[config.mk]
export PLATFORM = sky130hd
export DESIGN_NAME = object_dictionary_access_engine
export DESIGN_NICKNAME = d
export VERILOG_FILES = /design/src/hw/rtl/odae_pkg.sv /design/src/hw/rtl/odae_table.sv /design/src/hw/rtl/odae_seq.sv /design/src/hw/rtl/object_dictionary_access_engine.sv
export SDC_FILE = /design/constraint.sdc
export NUM_CORES = 2
export LEC_CHECK = 0
export ABC_AREA = 1
export ABC_CLOCK_PERIOD_IN_PS = 7300
export BUFFER_PORTS_ARGS = -buffer_cell sky130_fd_sc_hd__buf_2
export CAP_MARGIN = 10
export CORE_MARGIN = 2
export CORE_UTILIZATION = 51
export CTS_CLUSTER_SIZE = 10
export DETAILED_ROUTE_END_ITERATION = 8
export HOLD_SLACK_MARGIN = 0.1
export PLACE_DENSITY = 0.69
export SLEW_MARGIN = 20
export SYNTH_ARGS = -nofsm -noshare
export SYNTH_HDL_FRONTEND = slang
export SYNTH_HIERARCHICAL = 1
export SYNTH_SLANG_ARGS = --single-unit
export TNS_END_PERCENT = 50
[constraint.sdc]
create_clock -name clock -period 7.3 [get_ports clock]
set_input_delay 0 -clock clock [delete_from_list [all_inputs] [get_ports clock]]
set_output_delay 0 -clock clock [all_outputs]
set_load 0.01 [all_outputs]
[src/hw/rtl/odae_pkg.sv]
// Shared types, codes and helpers for the object dictionary access engine.
// Used by odae_table, odae_seq, the top level and the checker.
package odae_pkg;

   localparam int TABLE_SLOTS = 64;
   localparam int SLOT_W      = $clog2(TABLE_SLOTS);
   localparam int COUNT_W     = $clog2(TABLE_SLOTS + 1);
   localparam int KEY_W       = 24;
   localparam int ATTR_W      = 7;
   localparam int VALUE_W     = 32;
   localparam int CSR_COUNT_W = 7;

   typedef enum logic [1:0] {
      OP_DEFINE   = 2'd0,
      OP_READ     = 2'd1,
      OP_WRITE    = 2'd2,
      OP_RESERVED = 2'd3
   } opcode_type;

   // Access classes
   localparam logic [2:0] ACC_RO_VAR = 3'd0;
   localparam logic [2:0] ACC_RW_VAR = 3'd1;
   localparam logic [2:0] ACC_RO_EVT = 3'd2;
   localparam logic [2:0] ACC_RW_EVT = 3'd3;
   localparam logic [2:0] ACC_CONST  = 3'd4;

   // Entry types and requested widths
   localparam logic [2:0] TYPE_U8  = 3'd0;
   localparam logic [2:0] TYPE_U16 = 3'd1;
   localparam logic [1:0] WK_U32   = 2'd2;

   // Access event codes
   localparam logic [1:0] AEV_NONE  = 2'd0;
   localparam logic [1:0] AEV_READ  = 2'd1;
   localparam logic [1:0] AEV_WRITE = 2'd2;

   // Configuration register indexes
   localparam logic [1:0] CSR_ENTRY_COUNT  = 2'd0;
   localparam logic [1:0] CSR_ACCESS_EVENT = 2'd1;
   localparam logic [1:0] CSR_CHANGE_EVENT = 2'd2;

   typedef struct packed {
      logic [CSR_COUNT_W-1:0] entry_count;
      logic                   access_event_enable;
      logic                   change_event_enable;
   } cfg_type;

   typedef struct packed {
      opcode_type         opcode;
      logic               by_key;
      logic [SLOT_W-1:0]  slot_number;
      logic [15:0]        object_index;
      logic [7:0]         object_subindex;
      logic [1:0]         width_kind;
      logic [2:0]         entry_type;
      logic [2:0]         entry_access;
      logic               has_storage;
      logic [VALUE_W-1:0] data_word;
   } request_type;

   // Packed so that ok lands in bit 0 of the response word
   typedef struct packed {
      logic [3:0]         pad;
      logic [7:0]         event_subindex;
      logic [15:0]        event_index;
      logic [VALUE_W-1:0] old_value;
      logic               changed_event;
      logic [1:0]         access_event;
      logic [VALUE_W-1:0] read_value;
      logic               ok;
   } result_type;

   typedef struct packed {
      logic               key_en;
      logic               value_en;
      logic [SLOT_W-1:0]  addr;
      logic [KEY_W-1:0]   key;
      logic [ATTR_W-1:0]  attr;
      logic [VALUE_W-1:0] value;
   } wr_type;

   typedef struct packed {
      logic              en;
      logic [SLOT_W-1:0] addr;
   } rd_type;

   typedef struct packed {
      logic [KEY_W-1:0]   key;
      logic [ATTR_W-1:0]  attr;
      logic [VALUE_W-1:0] value;
   } slot_data_type;

   function automatic logic [VALUE_W-1:0] width_mask(input logic [2:0] kind);
      logic [VALUE_W-1:0] m;
      case (kind)
         TYPE_U8:  m = VALUE_W'(32'h0000_00FF);
         TYPE_U16: m = VALUE_W'(32'h0000_FFFF);
         default:  m = '1;
      endcase
      return m;
   endfunction

endpackage

[src/hw/rtl/odae_table.sv]
// Entry storage: key, attribute and value memories, one write and one read port.
// Depends on odae_pkg.
module odae_table
   import odae_pkg::*;
(
   input  logic          clock,
   input  wr_type        wr,
   input  rd_type        rd,
   output slot_data_type rd_data
);

   logic [KEY_W-1:0]   key_ram_ff   [TABLE_SLOTS];
   logic [ATTR_W-1:0]  attr_ram_ff  [TABLE_SLOTS];
   logic [VALUE_W-1:0] value_ram_ff [TABLE_SLOTS];
   slot_data_type      rd_data_ff;

   always_ff @(posedge clock) begin
      if (wr.key_en) begin
         key_ram_ff[wr.addr]  <= wr.key;
         attr_ram_ff[wr.addr] <= wr.attr;
      end
      if (wr.key_en || wr.value_en) begin
         value_ram_ff[wr.addr] <= wr.value;
      end
   end

   // Hold read data until the next read
   always_ff @(posedge clock) begin
      if (rd.en) begin
         rd_data_ff.key   <= key_ram_ff[rd.addr];
         rd_data_ff.attr  <= attr_ram_ff[rd.addr];
         rd_data_ff.value <= value_ram_ff[rd.addr];
      end
   end

   assign rd_data = rd_data_ff;

endmodule

[src/hw/rtl/odae_seq.sv]
// Sequencer: walks the table through the shared key comparator, evaluates the access
// and holds the response register. Depends on odae_pkg.
module odae_seq
   import odae_pkg::*;
(
   input  logic          clock,
   input  logic          reset,
   input  cfg_type       cfg,
   input  logic          req_valid,
   output logic          req_ready,
   input  request_type   req,
   output logic          rsp_valid,
   input  logic          rsp_ready,
   output result_type    rsp_data,
   output wr_type        wr,
   output rd_type        rd,
   input  slot_data_type rd_data
);

   typedef enum logic [2:0] {
      ST_IDLE,
      ST_DEFINE,
      ST_SEARCH,
      ST_EVAL,
      ST_FINISH
   } state_type;

   state_type          state_ff;
   request_type        req_ff;
   logic [COUNT_W-1:0] cnt_ff;
   logic               pend_ff;
   result_type         result_ff;
   logic               rsp_valid_ff;
   result_type         rsp_data_ff;

   logic [COUNT_W-1:0] used;
   logic               key_hit;
   logic               match;
   logic               exhausted;
   logic               define_ok;
   logic [SLOT_W-1:0]  eval_slot;
   result_type         eval_res;
   logic               eval_store;
   logic [VALUE_W-1:0] eval_mask;
   logic [VALUE_W-1:0] new_value;
   logic [VALUE_W-1:0] prev_value;
   logic [2:0]         ent_type;
   logic [2:0]         ent_acc;
   logic               ent_sto;
   logic               kind_ok;

   assign used = (COUNT_W'(cfg.entry_count) > COUNT_W'(TABLE_SLOTS)) ?
                 COUNT_W'(TABLE_SLOTS) : COUNT_W'(cfg.entry_count);

   // Shared compare unit: one key per cycle
   assign key_hit   = (rd_data.key == {req_ff.object_index, req_ff.object_subindex});
   assign match     = pend_ff && (!req_ff.by_key || key_hit);
   assign exhausted = (cnt_ff >= used);
   assign eval_slot = SLOT_W'(cnt_ff - 1'b1);
   assign define_ok = (COUNT_W'(req_ff.slot_number) < COUNT_W'(TABLE_SLOTS));

   assign req_ready = (state_ff == ST_IDLE);
   assign rsp_valid = rsp_valid_ff;
   assign rsp_data  = rsp_data_ff;

   always_comb begin
      ent_type   = rd_data.attr[2:0];
      ent_acc    = rd_data.attr[5:3];
      ent_sto    = rd_data.attr[6];
      eval_mask  = width_mask({1'b0, req_ff.width_kind});
      new_value  = req_ff.data_word & eval_mask;
      kind_ok    = (req_ff.width_kind <= WK_U32) && (ent_type == {1'b0, req_ff.width_kind});
      prev_value = '0;
      eval_store = 1'b0;
      eval_res   = '0;
      if (kind_ok) begin
         if (req_ff.opcode == OP_READ) begin
            if (ent_acc == ACC_CONST ||
                ((ent_acc == ACC_RO_VAR || ent_acc == ACC_RW_VAR) && ent_sto)) begin
               eval_res.read_value = rd_data.value & eval_mask;
               eval_res.ok         = 1'b1;
            end else if (ent_acc == ACC_RO_EVT || ent_acc == ACC_RW_EVT) begin
               eval_res.ok = 1'b1;
               if (cfg.access_event_enable) begin
                  eval_res.access_event = AEV_READ;
               end
            end
         end else begin
            if (ent_acc == ACC_RW_VAR && ent_sto) begin
               prev_value  = rd_data.value & eval_mask;
               eval_store  = 1'b1;
               eval_res.ok = 1'b1;
            end else if (ent_acc == ACC_RW_EVT) begin
               prev_value  = ~new_value & eval_mask;
               eval_res.ok = 1'b1;
               if (cfg.access_event_enable) begin
                  eval_res.access_event = AEV_WRITE;
               end
            end
            if (eval_res.ok && prev_value != new_value && cfg.change_event_enable) begin
               eval_res.changed_event = 1'b1;
               eval_res.old_value     = prev_value;
            end
         end
         if (eval_res.access_event != AEV_NONE || eval_res.changed_event) begin
            eval_res.event_index    = rd_data.key[KEY_W-1:8];
            eval_res.event_subindex = rd_data.key[7:0];
         end
      end
   end

   always_comb begin
      wr       = '0;
      rd       = '0;
      wr.key   = {req_ff.object_index, req_ff.object_subindex};
      wr.attr  = {req_ff.has_storage, req_ff.entry_access, req_ff.entry_type};
      if (state_ff == ST_DEFINE) begin
         wr.key_en = define_ok;
         wr.addr   = req_ff.slot_number;
         wr.value  = req_ff.data_word & width_mask(req_ff.entry_type);
      end else if (state_ff == ST_EVAL) begin
         wr.value_en = eval_store;
         wr.addr     = eval_slot;
         wr.value    = new_value;
      end
      if (state_ff == ST_SEARCH && !match && !exhausted) begin
         rd.en   = 1'b1;
         rd.addr = cnt_ff[SLOT_W-1:0];
      end
   end

   always_ff @(posedge clock) begin
      if (reset) begin
         state_ff     <= ST_IDLE;
         cnt_ff       <= '0;
         pend_ff      <= 1'b0;
         rsp_valid_ff <= 1'b0;
      end else begin
         // Drop valid after the transfer, unless the finish step reloads it
         if (rsp_valid_ff && rsp_ready && state_ff != ST_FINISH) begin
            rsp_valid_ff <= 1'b0;
         end
         unique case (state_ff)
            ST_IDLE: begin
               if (req_valid) begin
                  req_ff    <= req;
                  cnt_ff    <= req.by_key ? '0 : COUNT_W'(req.slot_number);
                  pend_ff   <= 1'b0;
                  result_ff <= '0;
                  if (req.opcode == OP_DEFINE) begin
                     state_ff <= ST_DEFINE;
                  end else if (req.opcode == OP_READ || req.opcode == OP_WRITE) begin
                     state_ff <= ST_SEARCH;
                  end else begin
                     state_ff <= ST_FINISH;
                  end
               end
            end
            ST_DEFINE: begin
               result_ff.ok <= define_ok;
               state_ff     <= ST_FINISH;
            end
            ST_SEARCH: begin
               if (match) begin
                  state_ff <= ST_EVAL;
               end else if (exhausted) begin
                  state_ff <= ST_FINISH;
               end else begin
                  cnt_ff  <= cnt_ff + 1'b1;
                  pend_ff <= 1'b1;
               end
            end
            ST_EVAL: begin
               result_ff <= eval_res;
               state_ff  <= ST_FINISH;
            end
            ST_FINISH: begin
               if (!rsp_valid_ff || rsp_ready) begin
                  rsp_valid_ff <= 1'b1;
                  rsp_data_ff  <= result_ff;
                  state_ff     <= ST_IDLE;
               end
            end
            default: begin
               state_ff <= ST_IDLE;
            end
         endcase
      end
   end

endmodule

[src/hw/rtl/object_dictionary_access_engine.sv]
// From request transfer to response, an unused opcode goes straight to the finish step, a
// define writes its slot first, and an access reads k slots and then evaluates the entry if
// it finds one; k is the slots read, one key compare per cycle: 1 for a direct slot in use,
// 0 outside, up to entry_count (at most 64) for a key search. Throughput: one request at a
// time; req_tready rises as the response loads, so the next transfer can meet the response one.
// Sync active-high reset clears sequencer, response valid and CSRs; entry memories are not.
module object_dictionary_access_engine
   import odae_pkg::*;
(
   input  logic        clock,
   input  logic        reset,
   input  logic        req_tvalid,
   output logic        req_tready,
   // slot_number[5:0], object_index[21:6], object_subindex[29:22], width_kind[31:30],
   // entry_type[34:32], entry_access[37:35], has_storage[38], data_word[70:39], zero[71]
   input  logic [71:0] req_tdata,
   // opcode[1:0], by_key[2]
   input  logic [2:0]  req_tuser,
   output logic        rsp_tvalid,
   input  logic        rsp_tready,
   // ok[0], read_value[32:1], access_event[34:33], changed_event[35], old_value[67:36],
   // event_index[83:68], event_subindex[91:84], zero[95:92]
   output logic [95:0] rsp_tdata,
   input  logic        csr_we,
   input  logic [1:0]  csr_index,
   input  logic [6:0]  csr_wdata
);

   cfg_type       cfg_ff;
   request_type   req;
   result_type    rsp_data;
   wr_type        wr;
   rd_type        rd;
   slot_data_type rd_data;

   // Configuration registers: plain write, writes beyond the list are dropped
   always_ff @(posedge clock) begin
      if (reset) begin
         cfg_ff <= '0;
      end else if (csr_we) begin
         unique case (csr_index)
            CSR_ENTRY_COUNT:  cfg_ff.entry_count         <= csr_wdata;
            CSR_ACCESS_EVENT: cfg_ff.access_event_enable <= csr_wdata[0];
            CSR_CHANGE_EVENT: cfg_ff.change_event_enable <= csr_wdata[0];
            default: ;
         endcase
      end
   end

   // Unpack the request transfer
   always_comb begin
      req.opcode          = opcode_type'(req_tuser[1:0]);
      req.by_key          = req_tuser[2];
      req.slot_number     = req_tdata[5:0];
      req.object_index    = req_tdata[21:6];
      req.object_subindex = req_tdata[29:22];
      req.width_kind      = req_tdata[31:30];
      req.entry_type      = req_tdata[34:32];
      req.entry_access    = req_tdata[37:35];
      req.has_storage     = req_tdata[38];
      req.data_word       = req_tdata[70:39];
   end

   odae_seq u_seq (
      .clock     (clock),
      .reset     (reset),
      .cfg       (cfg_ff),
      .req_valid (req_tvalid),
      .req_ready (req_tready),
      .req       (req),
      .rsp_valid (rsp_tvalid),
      .rsp_ready (rsp_tready),
      .rsp_data  (rsp_data),
      .wr        (wr),
      .rd        (rd),
      .rd_data   (rd_data)
   );

   odae_table u_table (
      .clock   (clock),
      .wr      (wr),
      .rd      (rd),
      .rd_data (rd_data)
   );

   assign rsp_tdata = rsp_data;

endmodule

==> metrics.csv <==
stage,metric,value,unit
placement,GP Congestion,0.883,
clock_tree,CTS tree,built,
sta,setup TNS,0,ps
finish,Finished Cell Area,198000,um2
floorplan,Initial Utilization,51.3,%
finish,post-layout util,57.6,%
grt,vias in the first global route,108995,
setup_path,CP arrival,6590,ps
clock_tree,Clock Root Buffer,clkbuf_16,
floorplan,I/O pin count,187,
sta,Tmin final,5840,ps
grt,largest net degree at the start of global routing,201,
sta,Tcrit/Tclk final,80.1,%
sta,skew final,55.6,ps
job,Max-Cap Viols,0,
synthesis,most common library cells after synthesis,"nand2_1 (4625), edfxtp_1 (4353), nand3_1 (3855), buf_2 (504), clkbuf_1 (195)",
placement,dpl ws,1740,ps
finish,layout cells sized above 1,8.84,%
setup_path,crit-path cells,nand2_1 > nand2_1 > nor2_1 > nand2_1 > nor2_1 > nand3_1 > buf_4 > nand2_1 > nand2_1 > nand3_1 > buf_4 > nor2_4 > buf_4 > buf_4 > nand3_1 > nand3_1 > nand3_1 > nand3_1 > nand2_1 > nand2_1 > nand2_1,
floorplan,Die W,592,um
placement,PortBufs,181,
synthesis,Yosys warning total,6,
setup_path,WP data required,8040,ps
setup_path,"most used cell, CP",nand2_1,
sta,RSZ-0062 raised after global routing,false,
synthesis,Synth async-reset ratio,0,%
detailed_routing,routed vias/inst,5.98,
placement,placed insts,18681,
detailed_routing,first-iteration detailed-routing DRC count,16750,
grt,GRT overflow,0,
synthesis,most common cell in the synthesized netlist,nand2_1,
sta,worst setup margin,1460,ps
clock_tree,number of clock sinks,4374,
synthesis,post-synthesis cell type count,42,
synthesis,Avg Inst Size Synth,12.2,um2
setup_path,Crit Path Class,flip-flop to flip-flop,
setup_path,CP max-delay cell,edfxtp_1,
sta,Final Hold Fails,0,
sta,slew margin rel.,20.1,%
placement,area post-placement,183000,um2
grt,global-route usage over all layers,27.4,%
finish,area grow syn2layout,12.2,%
clock_tree,CTS resizes,0,
clock_tree,CTS H-tree lvls,5,
synthesis,Post-synth EDFFs,4353,
synthesis,Synth Register Bits,4374,
floorplan,Core Rows,215,
detailed_routing,DRC,0,
detailed_routing,via count,116200,
synthesis,Mapped Cells,14504,
detailed_routing,Routed WL,490,mm
clock_tree,cts bufs inserted,478,
detailed_routing,drt first pass iters,8,
detailed_routing,WL/cell,25.2,um
outcome,status,"complete, no violations",
finish,area of the multi-input gates,40600,um2
finish,fillcell total,26408,
setup_path,Crit path largest cell delay,900,ps
synthesis,Synth Cell Area,176000,um2
synthesis,Synth area leader,edfxtp_1,
clock_tree,Longest Clk Path Bufs,4,
grt,initial antenna violation count,7,
clock_tree,clk slew on worst S/H paths,60,ps
sta,worst slew pin tran,1200,ps
detailed_routing,DRT antenna net count,0,
grt,global-route wire length before repair,711,mm
setup_path,Startpoint Class,flip-flop,
sta,Final Max Slew Viols,0,
floorplan,Vert. Die Dim,592,um
floorplan,core footprint,344000,um2
synthesis,ys flop type,edfxtp_1,
worst_hold_path,worst min path class,input pin to flip-flop,
sta,max frequency,0.171,GHz
synthesis,"Seq/Total Area, Yosys",74.4,%
synthesis,top post-synthesis cells by area,"edfxtp_1 (74%), nand3_1 (11%), nand2_1 (9.9%), buf_2 (1.4%), buf_4 (0.58%)",
clock_tree,Worst-Skew Late Latency,1020,ps
finish,FF/Latch Area,131000,um2
power,LEAKAGE,68.4,nW
floorplan,die area,350000,um2
placement,dpl hpwl,248,mm
setup_path,top fanout value on the critical path,65,
power,maximum vdd drop,226,uV
finish,final net count,14906,
finish,Non-Filler Instances,19419,
synthesis,Synth top area share,74.2,%
sta,final setup vio count,0,
clock_tree,buffers inserted by post-CTS timing repair,0,
power,power per cell area,270,nW/um2
setup_path,CP endpoint kind,flip-flop,
## critical path: cells and delay by family, from the launching register on
family | cells | cell delay [ps]
AND/OR/NAND/NOR | 17 | 2570
buffers and inverters | 4 | 2000
flip-flops | 1 | 900
## cells in the final DEF, fill, tap and decap left out, types with 76 or more instances in the layout
cell and instances:
buf_12 76, inv_1 164, buf_2 181, nand2_1 4623, nor2_1 136, clkbuf_16 483, nor3_2 109, nand3_1 3850
edfxtp_1 4353, buf_4 336, dlygate4sd3_1 202
## state kept, by name (all words and copies together), names as in the netlist
register and flops:
u_seq/wr 31, u_seq/req_ff 43, u_seq/pend_ff 1, u_table/attr_ram_ff 448, u_seq/cnt_ff 7, u_table/key_ram_ff 1536
u_seq/rsp_valid 1, u_table/value_ram_ff 2048, u_seq/state_ff 3, u_table/rd_data 63, u_seq/result_ff 92, cfg_ff 9
u_seq/rsp_data 92
## repair_timing
action | 4_1_cts | 5_1_grt
endpoints found under the hold margin | 230 | 0
hold buffers | 202 | 0
setup endpoints to repair | 0 | 0
## metal layers
metal / global-route usage [%] / part of all wire (%) / up-vias
li1: - / - / 51874
met1: 37.6 / 38 / 56217
met2: 43.3 / 46 / 7007
met3: 4.79 / 11 / 1098
met4: 12.0 / 4.5 / 4
met5: 0 / 0.0043 / -
## stage by stage
stage,hold WS [ps],total power (W)
final,245,0.0535
after global routing,239,0.0549
after CTS,193,0.0535
after detailed placement,178,0.0332
after global placement,177,0.0331
after floorplan,98.9,0.0315
## path summary, 6_finish.rpt
kind / start / end / slack, ps / cells past startpoint
hold reg to reg: u_seq/result_ff[49] / u_seq/rsp_data[49] / 410 / 0
hold / removal: req_tdata[12] / u_seq/wr[53] / 240 / 3
setup reg to reg: u_seq/wr[57] / u_table/rd_data[59] / 1460 / 21
setup / recovery: u_seq/wr[57] / u_table/rd_data[59] / 1460 / 21
## kinds of logic after synthesis
logic type | share of synthesized area [%]
flip-flops | 74.4
adder cells (fa/ha/maj) | 0.0781
XOR/XNOR | 0.0696
AO/OA/AOI/OAI | 0.439
AND/OR/NAND/NOR | 21.7
other | 0.00213
buffers and inverters | 3.31
## report_power, final
part	switching [W]	internal, W
combinational	0.00327	0.00108
clock	0.00900	0.0116
sequential	0.000218	0.0283
total	0.0125	0.0410
## layout make-up
type,count,area share [%]
flip-flops and latches,4374,66.3
multi-input cells,8972,20.5
clock buffers,507,6.16
repair buffers,795,3.53
well taps,4557,2.88
inverters,185,0.382
clock inverters,27,0.187
diodes,2,0.00253
No activity file was read; power rests on OpenSTA's default activity.
